File: src/sv/seed_record_validator_assert.svh
// Assertion macros for the seed record validator.
`ifndef SEED_RECORD_VALIDATOR_ASSERT_SVH
`define SEED_RECORD_VALIDATOR_ASSERT_SVH

// Same-cycle implication, sampled on clk, off during rst.
`define SRV_ASSERT_IMP(name, ante, cons, msg) \
  name: assert property (@(posedge clk) disable iff (rst) (ante) |-> (cons)) else $error(msg);

// Next-cycle implication, sampled on clk, off during rst.
`define SRV_ASSERT_NEXT(name, ante, cons, msg) \
  name: assert property (@(posedge clk) disable iff (rst) (ante) |=> (cons)) else $error(msg);

`endif

File: src/sv/srv_pkg.sv
// ---------------------------------------------------------------------------
// srv_pkg
// Shared constants, types and CRC helpers for the seed record validator.
// ---------------------------------------------------------------------------
`timescale 1ns / 1ps

package srv_pkg;

  localparam int SEED_BYTES = 32;
  localparam int SEED_IDX_W = $clog2(SEED_BYTES);
  localparam int POS_W      = 6;
  localparam logic [POS_W-1:0] REC_LEN  = POS_W'(48);
  localparam logic [POS_W-1:0] HDR_LEN  = POS_W'(12);
  localparam logic [POS_W-1:0] CRC_SPAN = POS_W'(44);
  localparam logic [POS_W-1:0] MAGIC_LEN = POS_W'(8);
  localparam logic [31:0] CRC_POLY = 32'hEDB8_8320;
  localparam logic [31:0] CRC_INIT = 32'hFFFF_FFFF;

  typedef enum logic [2:0] {
    ST_IDLE  = 3'b001,
    ST_BURST = 3'b010,
    ST_FAIL  = 3'b100
  } emit_state_t;

  typedef struct packed {
    logic                  en;
    logic [SEED_IDX_W-1:0] addr;
    logic [7:0]            data;
  } seed_wr_t;

  typedef struct packed {
    logic        fire;
    logic        pass;
    logic        all_zero;
    logic [31:0] generation;
  } verdict_t;

  typedef struct packed {
    logic [7:0]            seed_byte;
    logic [SEED_IDX_W-1:0] seed_index;
    logic [31:0]           generation;
    logic                  record_valid;
    logic                  record_all_zero;
    logic                  last_result;
  } result_t;

  // Reflected CRC-32, one byte, eight unrolled shift steps.
  function automatic logic [31:0] crc_byte(input logic [31:0] crc, input logic [7:0] b);
    logic [31:0] c;
    c = crc ^ {24'h0, b};
    for (int k = 0; k < 8; k++) begin
      c = (c >> 1) ^ (c[0] ? CRC_POLY : 32'h0);
    end
    return c;
  endfunction

  // Magic "MPXR", version 1, header size 12.
  function automatic logic [7:0] header_byte(input logic [2:0] idx);
    logic [7:0] v;
    case (idx)
      3'd0:    v = 8'h4D;
      3'd1:    v = 8'h50;
      3'd2:    v = 8'h58;
      3'd3:    v = 8'h52;
      3'd4:    v = 8'h00;
      3'd5:    v = 8'h01;
      3'd6:    v = 8'h00;
      3'd7:    v = 8'h0C;
      default: v = 8'h00;
    endcase
    return v;
  endfunction

endpackage

File: src/sv/seed_record_validator.sv
// ---------------------------------------------------------------------------
// seed_record_validator
// Checks a CRC-protected seed record streamed one byte per request and emits
// its seed bytes with the generation, or a single failure result.
// ---------------------------------------------------------------------------
// Usage:
//   Input channel (byte_valid / byte_stall) carries data_byte and last_byte.
//   Output channel (result_valid / result_stall) carries one result per
//   request: seed_byte, seed_index, generation and the status flags.
//   Record bytes are taken one per cycle while byte_stall is low. Once the
//   byte marked last is taken, byte_stall rises while the verdict is emitted:
//   a single failure result for a failed or short record, or one seed store read
//   per seed byte for a good one, held longer if the receiver stalls.
//   The first result passes the emit state, seed store read and queue registers.
//   The output side has a two-entry queue with credit-based read issue, so a
//   stalled receiver never loses a result; input bytes of the next record are
//   accepted while earlier results still sit in the queue.
//   rst (synchronous) clears the parser, the emit sequencer and the queue.
//   The seed store has no reset: a good record always rewrites every entry.
// ---------------------------------------------------------------------------
`timescale 1ns / 1ps

module seed_record_validator (
  input  logic        clk,
  input  logic        rst,
  input  logic        byte_valid,
  output logic        byte_stall,
  input  logic [7:0]  data_byte,
  input  logic        last_byte,
  output logic        result_valid,
  input  logic        result_stall,
  output logic [7:0]  seed_byte,
  output logic [4:0]  seed_index,
  output logic [31:0] generation,
  output logic        record_valid,
  output logic        record_all_zero,
  output logic        last_result
);
  import srv_pkg::*;

  `include "seed_record_validator_assert.svh"

  logic        accept;
  seed_wr_t    seed_wr;
  verdict_t    verdict;

  emit_state_t           state;
  logic [SEED_IDX_W-1:0] rd_idx;
  logic [31:0]           emit_gen;
  logic                  fail_zero;

  // read stage (the cycle after issue)
  logic                  rd_valid;
  logic                  rd_fail;
  logic                  rd_zero;
  logic [SEED_IDX_W-1:0] rd_index;
  logic [31:0]           rd_gen;
  logic [7:0]            ram_dout;

  // output queue
  result_t q0, q1, push_item;
  logic    v0, v1, pop;
  logic [1:0] occ_after;
  logic    issue;

  assign accept     = byte_valid && !byte_stall;
  assign byte_stall = (state != ST_IDLE);

  srv_parse u_parse (
    .clk       (clk),
    .rst       (rst),
    .accept    (accept),
    .data_byte (data_byte),
    .last_byte (last_byte),
    .seed_wr   (seed_wr),
    .verdict   (verdict)
  );

  srv_ram #(
    .WIDTH (8),
    .DEPTH (SEED_BYTES)
  ) u_seed_ram (
    .clk     (clk),
    .wr_en   (seed_wr.en),
    .wr_addr (seed_wr.addr),
    .wr_data (seed_wr.data),
    .rd_en   (issue && (state == ST_BURST)),
    .rd_addr (rd_idx),
    .rd_data (ram_dout)
  );

  assign pop       = v0 && !result_stall;
  assign occ_after = 2'({1'b0, v0} + {1'b0, v1} - {1'b0, pop});
  // issue only if the queue can absorb this and the in-flight read
  assign issue     = (state != ST_IDLE) && ((occ_after + {1'b0, rd_valid}) < 2'd2);

  always_ff @(posedge clk) begin
    if (rst) begin
      state    <= ST_IDLE;
      rd_idx   <= '0;
      rd_valid <= 1'b0;
    end else begin
      rd_valid <= issue;
      case (state)
        ST_IDLE: begin
          if (verdict.fire) begin
            state <= verdict.pass ? ST_BURST : ST_FAIL;
            rd_idx <= '0;
          end
        end
        ST_BURST: begin
          if (issue) begin
            rd_idx <= rd_idx + SEED_IDX_W'(1);
            if (rd_idx == SEED_IDX_W'(SEED_BYTES - 1)) begin
              state <= ST_IDLE;
            end
          end
        end
        ST_FAIL: begin
          if (issue) begin
            state <= ST_IDLE;
          end
        end
        default: state <= ST_IDLE;
      endcase
    end
  end

  always_ff @(posedge clk) begin
    if (verdict.fire) begin
      emit_gen  <= verdict.generation;
      fail_zero <= verdict.all_zero;
    end
    if (issue) begin
      rd_fail  <= (state == ST_FAIL);
      rd_zero  <= fail_zero;
      rd_index <= rd_idx;
      rd_gen   <= emit_gen;
    end
  end

  always_comb begin
    if (rd_fail) begin
      push_item = '{seed_byte: 8'h00, seed_index: '0, generation: 32'h0,
                    record_valid: 1'b0, record_all_zero: rd_zero, last_result: 1'b1};
    end else begin
      push_item = '{seed_byte: ram_dout, seed_index: rd_index, generation: rd_gen,
                    record_valid: 1'b1, record_all_zero: 1'b0,
                    last_result: (rd_index == SEED_IDX_W'(SEED_BYTES - 1))};
    end
  end

  always_ff @(posedge clk) begin
    if (rst) begin
      v0 <= 1'b0;
      v1 <= 1'b0;
    end else begin
      case ({pop, rd_valid})
        2'b01: begin
          if (!v0) begin
            q0 <= push_item;
            v0 <= 1'b1;
          end else begin
            q1 <= push_item;
            v1 <= 1'b1;
          end
        end
        2'b10: begin
          if (v1) begin
            q0 <= q1;
            v1 <= 1'b0;
          end else begin
            v0 <= 1'b0;
          end
        end
        2'b11: begin
          if (v1) begin
            q0 <= q1;
            q1 <= push_item;
          end else begin
            q0 <= push_item;
          end
        end
        default: begin
        end
      endcase
    end
  end

  assign result_valid    = v0;
  assign seed_byte       = q0.seed_byte;
  assign seed_index      = q0.seed_index;
  assign generation      = q0.generation;
  assign record_valid    = q0.record_valid;
  assign record_all_zero = q0.record_all_zero;
  assign last_result     = q0.last_result;

  `SRV_ASSERT_IMP(a_queue_no_overflow, rd_valid && v1, pop, "result queue overflow")
  `SRV_ASSERT_NEXT(a_last_starts_emit, accept && last_byte, state != ST_IDLE, "no emit after last byte")
  `SRV_ASSERT_IMP(a_good_last_index, result_valid && record_valid && last_result, seed_index == 5'd31, "good record ends off index 31")
  `SRV_ASSERT_IMP(a_fail_zeroed, result_valid && !record_valid, seed_byte == 8'h00 && generation == 32'h0 && last_result, "failure result not cleared")

endmodule

File: src/sv/srv_ram.sv
// ---------------------------------------------------------------------------
// srv_ram
// Generic single-write, single-read RAM with a registered read port.
// ---------------------------------------------------------------------------
`timescale 1ns / 1ps

module srv_ram #(
  parameter int WIDTH = 8,
  parameter int DEPTH = 32
) (
  input  logic                     clk,
  input  logic                     wr_en,
  input  logic [$clog2(DEPTH)-1:0] wr_addr,
  input  logic [WIDTH-1:0]         wr_data,
  input  logic                     rd_en,
  input  logic [$clog2(DEPTH)-1:0] rd_addr,
  output logic [WIDTH-1:0]         rd_data
);

  logic [WIDTH-1:0] mem [DEPTH];

  always_ff @(posedge clk) begin
    if (wr_en) begin
      mem[wr_addr] <= wr_data;
    end
    if (rd_en) begin
      rd_data <= mem[rd_addr];
    end
  end

endmodule

File: src/sv/srv_parse.sv
// ---------------------------------------------------------------------------
// srv_parse
// Byte-wise record parser: header check, CRC, generation, trailer and the
// seed store write port. Judges the record on the byte marked last.
// ---------------------------------------------------------------------------
`timescale 1ns / 1ps

module srv_parse (
  input  logic             clk,
  input  logic             rst,
  input  logic             accept,
  input  logic [7:0]       data_byte,
  input  logic             last_byte,
  output srv_pkg::seed_wr_t seed_wr,
  output srv_pkg::verdict_t verdict
);
  import srv_pkg::*;

  logic [POS_W-1:0] byte_position, byte_position_next;
  logic [31:0]      running_crc, running_crc_next;
  logic             header_match, header_match_next;
  logic [31:0]      generation_reg, generation_reg_next;
  logic [31:0]      stored_check, stored_check_next;
  logic             nonzero_seen, nonzero_seen_next;
  logic             in_rec;
  logic [POS_W-1:0] seed_off;

  assign in_rec   = byte_position < REC_LEN;
  assign seed_off = byte_position - HDR_LEN;

  always_comb begin
    byte_position_next  = byte_position;
    running_crc_next    = running_crc;
    header_match_next   = header_match;
    generation_reg_next = generation_reg;
    stored_check_next   = stored_check;
    nonzero_seen_next   = nonzero_seen;
    if (in_rec) begin
      byte_position_next = byte_position + POS_W'(1);
      if (data_byte != 8'h00) begin
        nonzero_seen_next = 1'b1;
      end
      if (byte_position < CRC_SPAN) begin
        running_crc_next = crc_byte(running_crc, data_byte);
      end
      if (byte_position < MAGIC_LEN) begin
        if (data_byte != header_byte(byte_position[2:0])) begin
          header_match_next = 1'b0;
        end
      end else if (byte_position < HDR_LEN) begin
        generation_reg_next = {generation_reg[23:0], data_byte};
      end else if (byte_position >= CRC_SPAN) begin
        stored_check_next = {stored_check[23:0], data_byte};
      end
    end
  end

  always_comb begin
    seed_wr.en   = accept && in_rec && (byte_position >= HDR_LEN) &&
                   (byte_position < CRC_SPAN);
    seed_wr.addr = seed_off[SEED_IDX_W-1:0];
    seed_wr.data = data_byte;
  end

  always_comb begin
    verdict.fire       = accept && last_byte;
    verdict.pass       = (byte_position_next == REC_LEN) && header_match_next &&
                         (~running_crc_next == stored_check_next);
    verdict.all_zero   = !nonzero_seen_next;
    verdict.generation = generation_reg_next;
  end

  always_ff @(posedge clk) begin
    if (rst || (accept && last_byte)) begin
      byte_position  <= '0;
      running_crc    <= CRC_INIT;
      header_match   <= 1'b1;
      generation_reg <= '0;
      stored_check   <= '0;
      nonzero_seen   <= 1'b0;
    end else if (accept) begin
      byte_position  <= byte_position_next;
      running_crc    <= running_crc_next;
      header_match   <= header_match_next;
      generation_reg <= generation_reg_next;
      stored_check   <= stored_check_next;
      nonzero_seen   <= nonzero_seen_next;
    end
  end

endmodule

File: config.mk
export PLATFORM = sky130hd
export DESIGN_NAME = seed_record_validator
export DESIGN_NICKNAME = d
export VERILOG_FILES = /design/src/sv/srv_pkg.sv /design/src/sv/seed_record_validator.sv /design/src/sv/srv_ram.sv /design/src/sv/srv_parse.sv
export VERILOG_INCLUDE_DIRS = /design/src /design/src/sv
export SDC_FILE = /design/constraint.sdc
export NUM_CORES = 1
export LEC_CHECK = 0
export BUFFER_PORTS_ARGS = -buffer_cell sky130_fd_sc_hd__buf_2
export CORE_MARGIN = 2
export CORE_UTILIZATION = 30
export DETAILED_ROUTE_END_ITERATION = 7
export SLEW_MARGIN = 5
export SYNTH_ARGS = -nofsm -noshare
export SYNTH_HDL_FRONTEND = slang
export SYNTH_SLANG_ARGS = --single-unit
File: constraint.sdc
create_clock -name clk -period 5.6 [get_ports clk]
set_input_delay 1.12 -clock clk [delete_from_list [all_inputs] [get_ports clk]]
set_output_delay 1.12 -clock clk [all_outputs]
set_load 0.05 [all_outputs]
; After elaboration in Yosys (flattened, before gate mapping)
; Memory sizes are Yosys's and may differ from the RTL's. A register that Yosys moved wholly into a read port is not among the register bits.
; Index checks and enable logic that the tools add are counted.
[classes]
add_sub_neg = 6
order_cmp = 7
eq_ne = 21
muxes = 50
bitwise_logic = 11
n_reduce_logical = 25
[ops]
columns = operator, count
row1 = $mux W32, 17
row2 = $mux W48, 6
row3 = $xor A31 B32 Y32, 8
row4 = $pmux W48 S3, 1
row5 = $pmux W48 S2, 1
row6 = $eq A32 B32 Y1, 1
row7 = $not A32 Y32, 1
row8 = $xor A32 B8 Y32, 1
row9 = $mux W3, 7
row10 = $mux W8, 2
row11 = $ne A2 B2 Y1 const B, 7
row12 = $lt A6 B4 Y1 const B, 2
row13 = $lt A6 B6 Y1 const B, 2
row14 = $reduce_and A4 Y1, 3
row15 = $eq A5 B5 Y1 const B, 2
row16 = $logic_and A1 B1 Y1, 10
row17 = $mux W5, 2
row18 = $pmux W5 S2, 1
row19 = $mux W1, 9
row20 = $pmux W3 S3, 1
row21 = $ne A8 B8 Y1, 1
row22 = $reduce_bool A8 Y1, 1
row23 = $add A6 B1 Y6 const B, 1
row24 = $eq A6 B6 Y1 const B, 1
row25 = 24 further kinds, 32
[totals]
register_bits = 283
ramBits = 256
rom_bits = 48
in_bits = 13
output_inout_bits = 50
word_cells = 151
memories = 2
[memory_table]
columns = memory, words, width, rd, rd_ports_with_merged_regs, write_ports, line_no
row1 = u_seed_ram.mem, 32, 8, 1, 1, 1, srv_ram.sv:20  ; logic [WIDTH-1:0] mem [DEPTH];
row2 = (name not given), 8, 6, 1, 1, 0, srv_pkg.sv:60  ; case (idx)

; Longest topological paths before layout
; Gate-level depths: netlist (run 1).
[depth]
depth_word = 25
depth_mapped = 12
ltp_nobuf = 12

; Modules after synthesis
; Synthesis (run 1) repeated with hierarchy kept, for this count alone.
[hier_totals]
hier_cells = 1590
hier_area_um2 = 23396.2
[by_module_without_submodules]
columns = module, n_inst, cells_each, area_per_inst_um2, seq_area_each_um2
row1 = srv_ram, 1, 417, 10133.5, 7927.6
row2 = srv_parse, 1, 811, 6732.7, 2202.1
row3 = seed_record_validator, 1, 362, 6530.0, 5265.0

; Worst setup path after synthesis (run 1)
; Ideal clock, no wire load.
[synth_path]
kind = input -> register
from = input result_stall
to = register q1[0] (netlist name) (enable)
setup_ps = 532
arrival_ps = 5307
t_required_ps = 5068
slack_ps = -239
stages = 4
path_buffers = 0
cell_sequence = nor2_1 > ha_1 > nand2_1 > a221oi_1
[synth_via]
elab_chain_cells = 5
word_cells_on_any_way = 8
cone_classes = eq/ne: 4 / reduce/logical: 4
[synth_lines]
columns = element, line_no
row1 = from (decl), seed_record_validator.sv:31  ; input logic result_stall,
row2 = $logic_not A1 Y1 *, seed_record_validator.sv:92  ; assign pop = v0 && !result_stall;
row3 = $logic_and A1 B1 Y1 *, seed_record_validator.sv:92
row4 = $eq A2 B2 Y1 or $eq A2 B1 Y1 (tied branches), seed_record_validator.sv:158  ; case ({pop, rd_valid})
row5 = $ne A2 B2 Y1 (no source line) or $reduce_bool A2 Y1 (tied branches), n/a
row6 = $reduce_and A4 Y1 (no source line) *, n/a
row7 = to (signal assigned), seed_record_validator.sv:164  ; q1 <= push_item;
row8 = to (signal assigned), seed_record_validator.sv:179  ; q1 <= push_item;
row9 = to (decl), seed_record_validator.sv:61  ; result_t q0, q1, push_item;
; Every way passes the cells marked *; elsewhere a longest branch is shown, timed or not.
; A chain may end at the register's enable or synchronous reset.

; Worst setup path after layout (run 1)
[layout_path]
from = register u_parse.byte_position[2]
to = register state[1]
[layout_via]
elab_chain_cells = 10
word_cells_on_any_way = 23
cone_classes = add/sub: 1 / order compare: 5 / eq/ne: 2 / mux: 12 / bitwise: 1 / reduce/logical: 2
[layout_lines]
columns = element, line_no
row1 = from (decl), srv_parse.sv:19  ; logic [POS_W-1:0] byte_position, byte_position_next;
row2 = from (signal assigned), srv_parse.sv:82  ; byte_position <= byte_position_next;
row3 = $ge A6 B6 Y1, srv_parse.sv:52  ; end else if (byte_position >= CRC_SPAN) begin
row4 = $mux W32, srv_parse.sv:52
row5 = $mux W32, srv_parse.sv:50  ; end else if (byte_position < HDR_LEN) begin
row6 = $mux W32, srv_parse.sv:46  ; if (byte_position < MAGIC_LEN) begin
row7 = $mux W32, srv_parse.sv:38  ; if (in_rec) begin
row8 = $eq A32 B32 Y1, srv_parse.sv:68  ; (~running_crc_next == stored_check_next);
row9 = $logic_and A1 B1 Y1 *, srv_parse.sv:67  ; verdict.pass = (byte_position_next == REC_LEN) && header_match_next &&
row10 = $mux W3 *, seed_record_validator.sv:107  ; state <= verdict.pass ? ST_BURST : ST_FAIL;
row11 = $mux W3 *, seed_record_validator.sv:106  ; if (verdict.fire) begin
row12 = $pmux W3 S3 *, seed_record_validator.sv:104  ; case (state)
row13 = to (signal assigned), seed_record_validator.sv:107
row14 = to (decl), seed_record_validator.sv:47  ; emit_state_t state;
; Every way passes the cells marked *; elsewhere a longest branch is shown, timed or not. The select of a mux whose other input is x is not followed.

==> results.toml, run 1 <==
[outcome]
status = "finished, final reports clean"

[timing]
grt_setup_unrepaired = "false"
relSlewSlack_pct = 30.01
hold_violations = 0
setup_viol = 0
tightest_slew_ns = 1.046
hold_slack_ns = 0.4147
final.setup_skew_ns = 0.02877
max_freq_mhz = 249.0
slew_viol_final = 0
setup_tns_ns = 0
post-route-period-util_pct = 71.72
layout_min_cycle_time_ns = 4.017

[synth]
synth_flop_cell = "edfxtp_1"
syn_nets = 1598
yosysTopAreaCell = "edfxtp_1"
syn_area_um2 = 23380
synthArstFlopShare_pct = 0
synth.top_cells.by_area = "edfxtp_1, dfxtp_1, mux4_2, xnor2_1, nand2_1"
synth_edf_count = 432
post-synth-top-count-cell = "edfxtp_1"
postSynthAreaPerCell_um2 = 14.87
synth_cell_type_count = 60
yosys-top-cells-count = "edfxtp_1, nand2_1, nor2_1"
synthCells = 1572
seq_area_frac_synth_pct = 65.85
ys_seq_elements = 553
synth_top_area_share_pct = 55.49
synth_warnings = 0

[final_layout]
reg_top3 = "u_seed_ram.mem: 256 flops, q1: 48 flops"
largest_register_ffs = 256
syn2layout_area_growth_pct = 14.22
diodes = 0
fin_nets = 1653
nFillCells = 7447
largest_register = "u_seed_ram.mem"
final_area_um2 = 26700
drive_gt1_share_pct = 19.49

[setup_path]
cp.arrival_ns = 4.57
crit_type = "flip-flop to flip-flop"
crit_fanout = 30
r2r_setup_slack_ns = 1.58
start_kind = "flip-flop"
r2r_cells = 11
cp-end-kind = "flip-flop"
required_ns = 6.15

[clock_tree]
cts_buffers = 56
clk_latency_ns = 0.63
clock-sinks = 553
root_buffer = "clkbuf_16"
cts_max_path_buffers = 3
cts_resized = 0
ctsHoldBuffers = 0
cts_tree = "done"
postCtsSetupRepairBufs = 0
htreeDepth = 2
path_clk_slew_ns = 0.06

[detailed_routing]
via_count = 12850
routed_wl_um = 50720
drt_iter0_drc = 798
drcViolationCount = 0
wl_per_cell_um = 18.69
firstDrtPassIters = 5
via_per_inst = 4.738
ant_nets = 0

[pwr]
pwr-share-comb_pct = 13.1
swShare_pct = 25.22
power.switching_mw = 2.417
vdd_drop_max_uv = 238.4
cellPowerDensity_nw_per_um2 = 358.9
intPower_mw = 7.166
leakagePower_nw = 8.994
seqPwrFrac_pct = 48.3
clkPwrFrac_pct = 38.5
total_power_mw = 9.582

[die]
die-area_um2 = 80170
die_w_um = 283.2
die_h_um = 283.2
initial_utilization_pct = 30.23
io_pins = 63
core_um2 = 77340
rows = 102

[place]
hpwl_um = 32850
port_buffers = 62
place_congestion = 0.8703
place_area_um2 = 24880

[global_route]
grt_pass1_wl_um = 79220
track_usage_pct = 12.55
grt_pass1_vias = 13040
grt_max_degree = 61
grt.overflow.total = 0
antenna_found_initial = 1

[worst_hold_path]
whs_path_depth = 0
worstHoldPathType = "flip-flop to flip-flop"

[job]
maxCapViolCount = 0
metrics by stage:
| stage | util, % | cells | setup slack, ns |
|---|---|---|---|
| 6_report | 34.53 | 2713 | 1.583 |
| 4_1_cts | 34.53 | 2713 | 1.631 |
| 2_1_floorplan | - | 1572 | 0.05597 |
| 5_1_grt | 34.53 | 2713 | 1.422 |
| 3_3_place_gp | 32.17 | 2609 | 1.246 |
| 3_5_place_dp | 32.17 | 2609 | 1.169 |
power by group through the flow:
stage | combinational, mW | sequential [mW] | clock [mW]
floorplan | 0.941 | 4.72 | 0
global placement | 1.25 | 4.72 | 0
detailed placement | 1.25 | 4.72 | 0
CTS | 1.26 | 4.63 | 3.78
global route | 1.37 | 4.64 | 3.94
finish | 1.26 | 4.63 | 3.69
path summary, 6_finish.rpt:
kind                            to                                   from
max reg2reg  state[1]$_SDFFE_PP0P_  u_parse.byte_position[2]$_SDFFE_PP0P_
min reg2reg   rd_gen[31]$_DFFE_PP_                 emit_gen[31]$_DFFE_PP_
max          state[1]$_SDFFE_PP0P_  u_parse.byte_position[2]$_SDFFE_PP0P_
min           rd_gen[31]$_DFFE_PP_                 emit_gen[31]$_DFFE_PP_
placed cells by master, fill, tap and decap left out, drive strengths merged, types with 4 or more instances in the layout:
cell / netlist / layout
dfxtp: 121 / 121
mux4: 80 / 80
nor3b: 4 / 4
nand3b: 4 / 4
xnor3: 17 / 17
and2: 6 / 6
nor2: 128 / 128
inv: 17 / 21
clkbuf: 71 / 69
nor2b: 48 / 48
bufinv: 0 / 4
nor4: 10 / 10
nand4: 6 / 6
edfxtp: 432 / 432
o21ai: 31 / 31
xnor2: 80 / 80
a211oi: 6 / 6
nand3: 15 / 15
o211ai: 28 / 28
nor3: 37 / 37
mux2: 42 / 42
ha: 13 / 13
buf: 24 / 92
clkinv: 0 / 22
nand2: 139 / 139
clkinvlp: 0 / 5
a22o: 48 / 48
xor2: 40 / 40
mux2i: 31 / 31
a21oi: 54 / 54
per-layer routing:
| layer | wire length (um) | share of wire (%) | track usage [%] | vias to the layer above |
|---|---|---|---|---|
| met2 | 24180 | 48 | 20.59 | 333 |
| met1 | 22700 | 45 | 16.92 | 6467 |
| met5 | 0 | 0 | 0 | - |
| met4 | 1260 | 2.5 | 3.915 | 0 |
| li1 | - | - | - | 5981 |
| met3 | 2573 | 5.1 | 2.222 | 73 |
cells by family (layout without fill, tap and decap cells):
| kind of cell | Yosys count | count (layout) | synth area share (%) |
|---|---|---|---|
| flip-flops | 553 | 553 | 65.85 |
| AND/OR/NAND/NOR | 413 | 413 | 7.986 |
| XOR/XNOR | 139 | 139 | 7.038 |
| multiplexers | 153 | 153 | 11.06 |
| adder cells (fa/ha/maj) | 13 | 13 | 0.6958 |
| buffers and inverters | 112 | 213 | 1.879 |
| AO/OA/AOI/OAI | 189 | 189 | 5.491 |
worst max-delay path, cell delays in order, from the launching register on:
cell and delay [ns]:
dfxtp_1 0.52, ha_1 0.55, nand3b_1 0.12, buf_4 0.32, mux2i_1 0.44, xor2_1 0.12, o41ai_1 0.35, and3_1 0.22
nand4_1 0.07, or4_1 0.62, or4_1 0.42, a21oi_1 0.15
area by class of cell:
type                            instances  area [um2]  share of cell area, %
Inverter                               17       63.81                 0.2390
Tap cell                             1040        1301                  4.873
Clock inverter                         35       341.6                  1.279
Sequential cell                       553       15400                  57.67
Multi-Input combinational cell        907        7580                  28.39
Clock buffer                           69        1480                  5.543
Timing Repair Buffer                   92       535.5                  2.006
(Power assumes the default switching activity.)
==> run 2, diff against run 1 <==
clock period = 3.4 ns   (was 5.6 ns; I/O delays follow)
==> run 2 against run 1 <==
  * Design area up 3.6%
  * Die area unchanged
  * Hold slack worse by 0.0073 ns
  * Count of clock-buffer cells in the layout up 5
  * Wire length up 3.8%
  * First-iteration DRC count up 21%
  * Final cell count up 4.0%
  * Critical path type unchanged
  * Via count up 3.1%
  * Worst setup slack worse by 1.4 ns
==> results.toml, run 2 (synthesis results as in run 1) <==
[die]
die_w_um = 283.2
io_pins = 63
core_um2 = 77340
initial_utilization_pct = 30.23
die_h_um = 283.2
rows = 102
die-area_um2 = 80170

[timing]
hold_violations = 0
post-route-period-util_pct = 94.37
final.setup_skew_ns = 0.03533
grt_setup_unrepaired = "false"
hold_slack_ns = 0.4074
setup_viol = 0
setup_tns_ns = 0
timing.final.ws_setup_ns = 0.1915
tightest_slew_ns = 1.165
max_freq_mhz = 311.7
relSlewSlack_pct = 22.21
layout_min_cycle_time_ns = 3.209
slew_viol_final = 0

[pwr]
leakagePower_nw = 9.583
pwr-share-comb_pct = 14.8
power.switching_mw = 4.045
swShare_pct = 24.63
total_power_mw = 16.42
seqPwrFrac_pct = 46.4
vdd_drop_max_uv = 473.7
clkPwrFrac_pct = 38.8
intPower_mw = 12.38
cellPowerDensity_nw_per_um2 = 593.4

[detailed_routing]
routed_wl_um = 52670
drt_iter0_drc = 967
ant_nets = 0
firstDrtPassIters = 5
drcViolationCount = 0
via_count = 13250
wl_per_cell_um = 18.67
via_per_inst = 4.698

[clock_tree]
path_clk_slew_ns = 0.06
cts_max_path_buffers = 3
root_buffer = "clkbuf_16"
cts_buffers = 56
clock-sinks = 553
clk_latency_ns = 0.63
htreeDepth = 2
ctsHoldBuffers = 0
cts_tree = "done"

[place]
place_congestion = 0.8292
dp.cells = 2715
pre_cts_ws_ns = -0.02633
hpwl_um = 35310
place_area_um2 = 25750
port_buffers = 62

[final_layout]
multi_input_comb_area_um2 = 7587
syn2layout_area_growth_pct = 18.38
instances_no_fill = 2821
seq_area_um2 = 15400
layout_commonest_cell = "edfxtp_1"
drive_gt1_share_pct = 23.98
final_area_um2 = 27670
nFillCells = 7370
fin_nets = 1759
layout_common_cells = "edfxtp_1, nand2_1, buf_4"
diodes = 0
reg_top3 = "u_seed_ram.mem: 256 flops, q1: 48 flops"
final_core_util_pct = 35.78
largest_register = "u_seed_ram.mem"
largest_register_ffs = 256

[setup_path]
cp-end-kind = "flip-flop"
crit_fanout = 15
crit_type = "flip-flop to flip-flop"
timing.critical_path.from = "u_parse.byte_position[2]$_SDFFE_PP0P_"
start_kind = "flip-flop"
cp.arrival_ns = 3.78
required_ns = 3.97
reg2reg_from = "u_parse.byte_position[2]$_SDFFE_PP0P_"

[global_route]
grt.overflow.total = 0
grt_pass1_wl_um = 81660
track_usage_pct = 13.03
grt_max_degree = 61
grt_pass1_vias = 13660
antenna_found_initial = 2

[worst_hold_path]
min_from = "emit_gen[11]$_DFFE_PP_"
worstHoldPathType = "flip-flop to flip-flop"

[outcome]
status = "finished, final reports clean"

[job]
maxCapViolCount = 0
[run 2: changes by cell type in the layout (fill, tap and decap cells not counted), moves of 2 or more]
cell	change
clkinv_4	+2
clkbuf_8	-3
buf_12	+6
clkbuf_1	+7
clkinv_2	-7
bufinv_16	+4
clkinvlp_4	-3
buf_4	+100
[run 2: layer usage]
metal / vias up / global-route usage (%) / part of all wire (%) / wire length [um]
li1: 6198 / - / - / -
met1: 6700 / 16.95 / 44 / 22980
met2: 283 / 22.06 / 49 / 25750
met3: 71 / 2.142 / 4.9 / 2585
met4: 0 / 4.378 / 2.6 / 1347
met5: - / 0 / 0 / 0
[run 2: final cells by class]
cell class              count  share of cell area, %
multi-input cells         907                  27.42
clock buffers              74                  5.385
flip-flops and latches    553                  55.65
inverters                  17                 0.2306
clock inverters            32                  1.537
repair buffers            198                  5.082
well taps                1040                  4.702
[run 2: power groups by stage]
stage               Combinational, mW  Clock (mW)  Sequential, mW
floorplan                        1.55           0            7.77
global placement                 2.42           0            7.75
detailed placement               2.43           0            7.76
CTS                              2.44        6.57            7.62
global route                     2.64        6.79            7.63
finish                           2.43        6.38            7.62
[run 2: final timing paths]
path | end | slack (ns) | cells after the start
max | state[1]$_SDFFE_PP0P_ | 0.19 | 11
min | rd_gen[11]$_DFFE_PP_ | 0.41 | 0
max reg2reg | state[1]$_SDFFE_PP0P_ | 0.19 | 11
min reg2reg | rd_gen[11]$_DFFE_PP_ | 0.41 | 0
[run 2: critical path, cell delays in order, from the launching register on]
cell and delay (ns):
dfxtp_1 0.32, ha_1 0.21, nand3b_1 0.13, buf_12 0.18, mux2i_1 0.32, xor2_1 0.16, o41ai_1 0.43, and3_1 0.22
nand4_1 0.06, or4_1 0.56, or4_1 0.42, a21oi_1 0.13
[run 2: repair_timing]
item / in CTS / in global routing
endpoints found under the setup margin: 0 / 1
endpoints found under the hold margin: 0 / 0
buffers inserted: 0 / 0
resized for setup: 0 / 1
==> run 3, diff against run 2 <==
CTS_BUF_LIST = sky130_fd_sc_hd__clkbuf_2   (was default)
==> run 3 against run 2 <==
  * Clock power shrank 27%
  * Design area shrank 1.7%
  * Via count grew 4.5%
  * Utilization shrank 0.60 points
  * Combinational power is essentially flat
  * Sequential power is essentially flat
  * Critical endpoint unchanged
==> results.toml, run 3 (synthesis results as in run 1) <==
[timing]
tightest_slew_ns = 1.177
relSlewSlack_pct = 21.40
max_freq_mhz = 316.6
slew_viol_final = 0
post-route-period-util_pct = 92.91
grt_setup_unrepaired = "false"
setup_viol = 0
layout_min_cycle_time_ns = 3.159
timing.final.ws_setup_ns = 0.2412
hold_violations = 0
final.setup_skew_ns = 0.1132

[pwr]
pwr-share-comb_pct = 16.6
cellPowerDensity_nw_per_um2 = 539.1
clkPwrFrac_pct = 31.5
seqPwrFrac_pct = 51.8
leakagePower_nw = 9.711
vdd_drop_max_uv = 214.7
power.switching_mw = 4.083
total_power_mw = 14.67
intPower_mw = 10.59
swShare_pct = 27.83

[clock_tree]
cts_max_path_buffers = 3
root_buffer = "clkbuf_2"
cts_buffers = 141
htreeDepth = 4
cts_tree = "done"
clk_latency_ns = 1.27
postCtsSetupRepairBufs = 0
clock-sinks = 553
path_clk_slew_ns = 0.11

[setup_path]
cp-end-kind = "flip-flop"
cp_slowest_cell = "or4_1"
start_kind = "flip-flop"
crit_type = "flip-flop to flip-flop"
required_ns = 4.61
crit_fanout = 15
path_cells = "ha_1, nand3b_1, buf_12, mux2i_1, xor2_1, o41ai_1, and3_1, nand4_1, or4_1, or4_1, a21oi_1"
cp_common_cell = "or4_1"
cp.arrival_ns = 4.37
cp_slowest_stage_delay_ns = 0.56

[detailed_routing]
wl_per_cell_um = 17.93
via_count = 13850
routed_wl_um = 53330
drcViolationCount = 0
ant_nets = 0
drt_iter0_drc = 932
via_per_inst = 4.654
firstDrtPassIters = 7

[global_route]
antenna_found_initial = 3
grt.overflow.total = 0
grt_pass1_vias = 14470
grt_pass1_wl_um = 83270
grt_max_degree = 61
track_usage_pct = 13.40

[place]
pre_cts_ws_ns = -0.02633
place_area_um2 = 25750
hpwl_um = 35310
port_buffers = 62
place_congestion = 0.8292

[final_layout]
nFillCells = 7524
syn2layout_area_growth_pct = 16.41
drive_gt1_share_pct = 29.67
fin_nets = 1857
layout_commonest_cell = "edfxtp_1"
final_area_um2 = 27210
largest_register_ffs = 256
largest_register = "u_seed_ram.mem"
layout_common_cells = "edfxtp_1, clkbuf_2, nand2_1"
reg_top3 = "u_seed_ram.mem: 256 flops, q1: 48 flops"

[die]
die-area_um2 = 80170
die_w_um = 283.2
initial_utilization_pct = 30.23
core_um2 = 77340
rows = 102
io_pins = 63
die_h_um = 283.2

[worst_hold_path]
worstHoldPathType = "flip-flop to flip-flop"

[outcome]
status = "finished, final reports clean"

[job]
maxCapViolCount = 0
## run 3: changes by cell type in the layout (fill, tap and decap cells not counted), moves of 4 or more
cell | before | now
clkbuf_2 | 0 | 208
diode_2 | 0 | 4
clkbuf_16 | 57 | 0
clkbuf_1 | 17 | 0
bufinv_16 | 8 | 4
dlygate4sd3_1 | 0 | 13
clkinv_1 | 8 | 16
## run 3: final timing paths
path / slack [ns] / from / cells past startpoint / to
hold reg to reg: 0.36 / emit_gen[1]$_DFFE_PP_ / 0 / rd_gen[1]$_DFFE_PP_
setup reg to reg: 0.24 / u_parse.byte_position[2]$_SDFFE_PP0P_ / 11 / state[1]$_SDFFE_PP0P_
setup / recovery: 0.24 / u_parse.byte_position[2]$_SDFFE_PP0P_ / 11 / state[1]$_SDFFE_PP0P_
hold / removal: 0.36 / emit_gen[1]$_DFFE_PP_ / 0 / rd_gen[1]$_DFFE_PP_
## run 3: power groups by stage
stage	clock network (mW)	logic [mW]	registers (mW)
6_report	4.63	2.44	7.60
3_5_place_dp	0	2.43	7.76
3_3_place_gp	0	2.42	7.75
5_1_grt	5.16	2.66	7.63
4_1_cts	4.83	2.45	7.61
2_1_floorplan	0	1.55	7.77
## run 3: per-layer routing
metal | track usage, % | wire length, um | up-vias
li1 | - | - | 6484
met1 | 16.64 | 22820 | 6863
met2 | 22.37 | 26410 | 395
met3 | 3.277 | 2729 | 103
met4 | 5.489 | 1370 | 0
met5 | 0 | 0 | -
## run 3: cell type report
cell class | count | area [um2] | share of cell area (%)
Antenna cell | 4 | 10.01 | 0.03678
Clock buffer | 208 | 1041 | 3.825
Clock inverter | 35 | 274.0 | 1.007
Inverter | 17 | 63.81 | 0.2345
Multi-Input combinational cell | 907 | 7587 | 27.88
Sequential cell | 553 | 15400 | 56.59
Tap cell | 1040 | 1301 | 4.782
Timing Repair Buffer | 211 | 1536 | 5.646
## run 3: per-stage QoR
stage / hold WS, ns / util [%] / setup TNS, ns / cells
global placement: 0.4041 / 33.30 / -0.003944 / 2715
global route: 0.3232 / 35.19 / 0 / 2975
floorplan: 0.4003 / - / 0 / 1572
finish: 0.3620 / 35.19 / 0 / 2975
CTS: 0.2540 / 35.17 / 0 / 2971
detailed placement: 0.4045 / 33.30 / -0.02633 / 2715
## run 3: worst max-delay path, delay by kind of cell, from the launching register on
family	cells	cell delay, ns
AO/OA/AOI/OAI	2	0.55
adder cells (fa/ha/maj)	1	0.21
flip-flops	1	0.33
XOR/XNOR	1	0.16
AND/OR/NAND/NOR	5	1.38
buffers and inverters	1	0.18
multiplexers	1	0.33
## run 3: repair_timing
action / CTS / global route
setup endpoints to repair: 0 / 1
hold buffers: 13 / 0
resized for setup: 0 / 1
hold endpoints to repair: 155 / 0
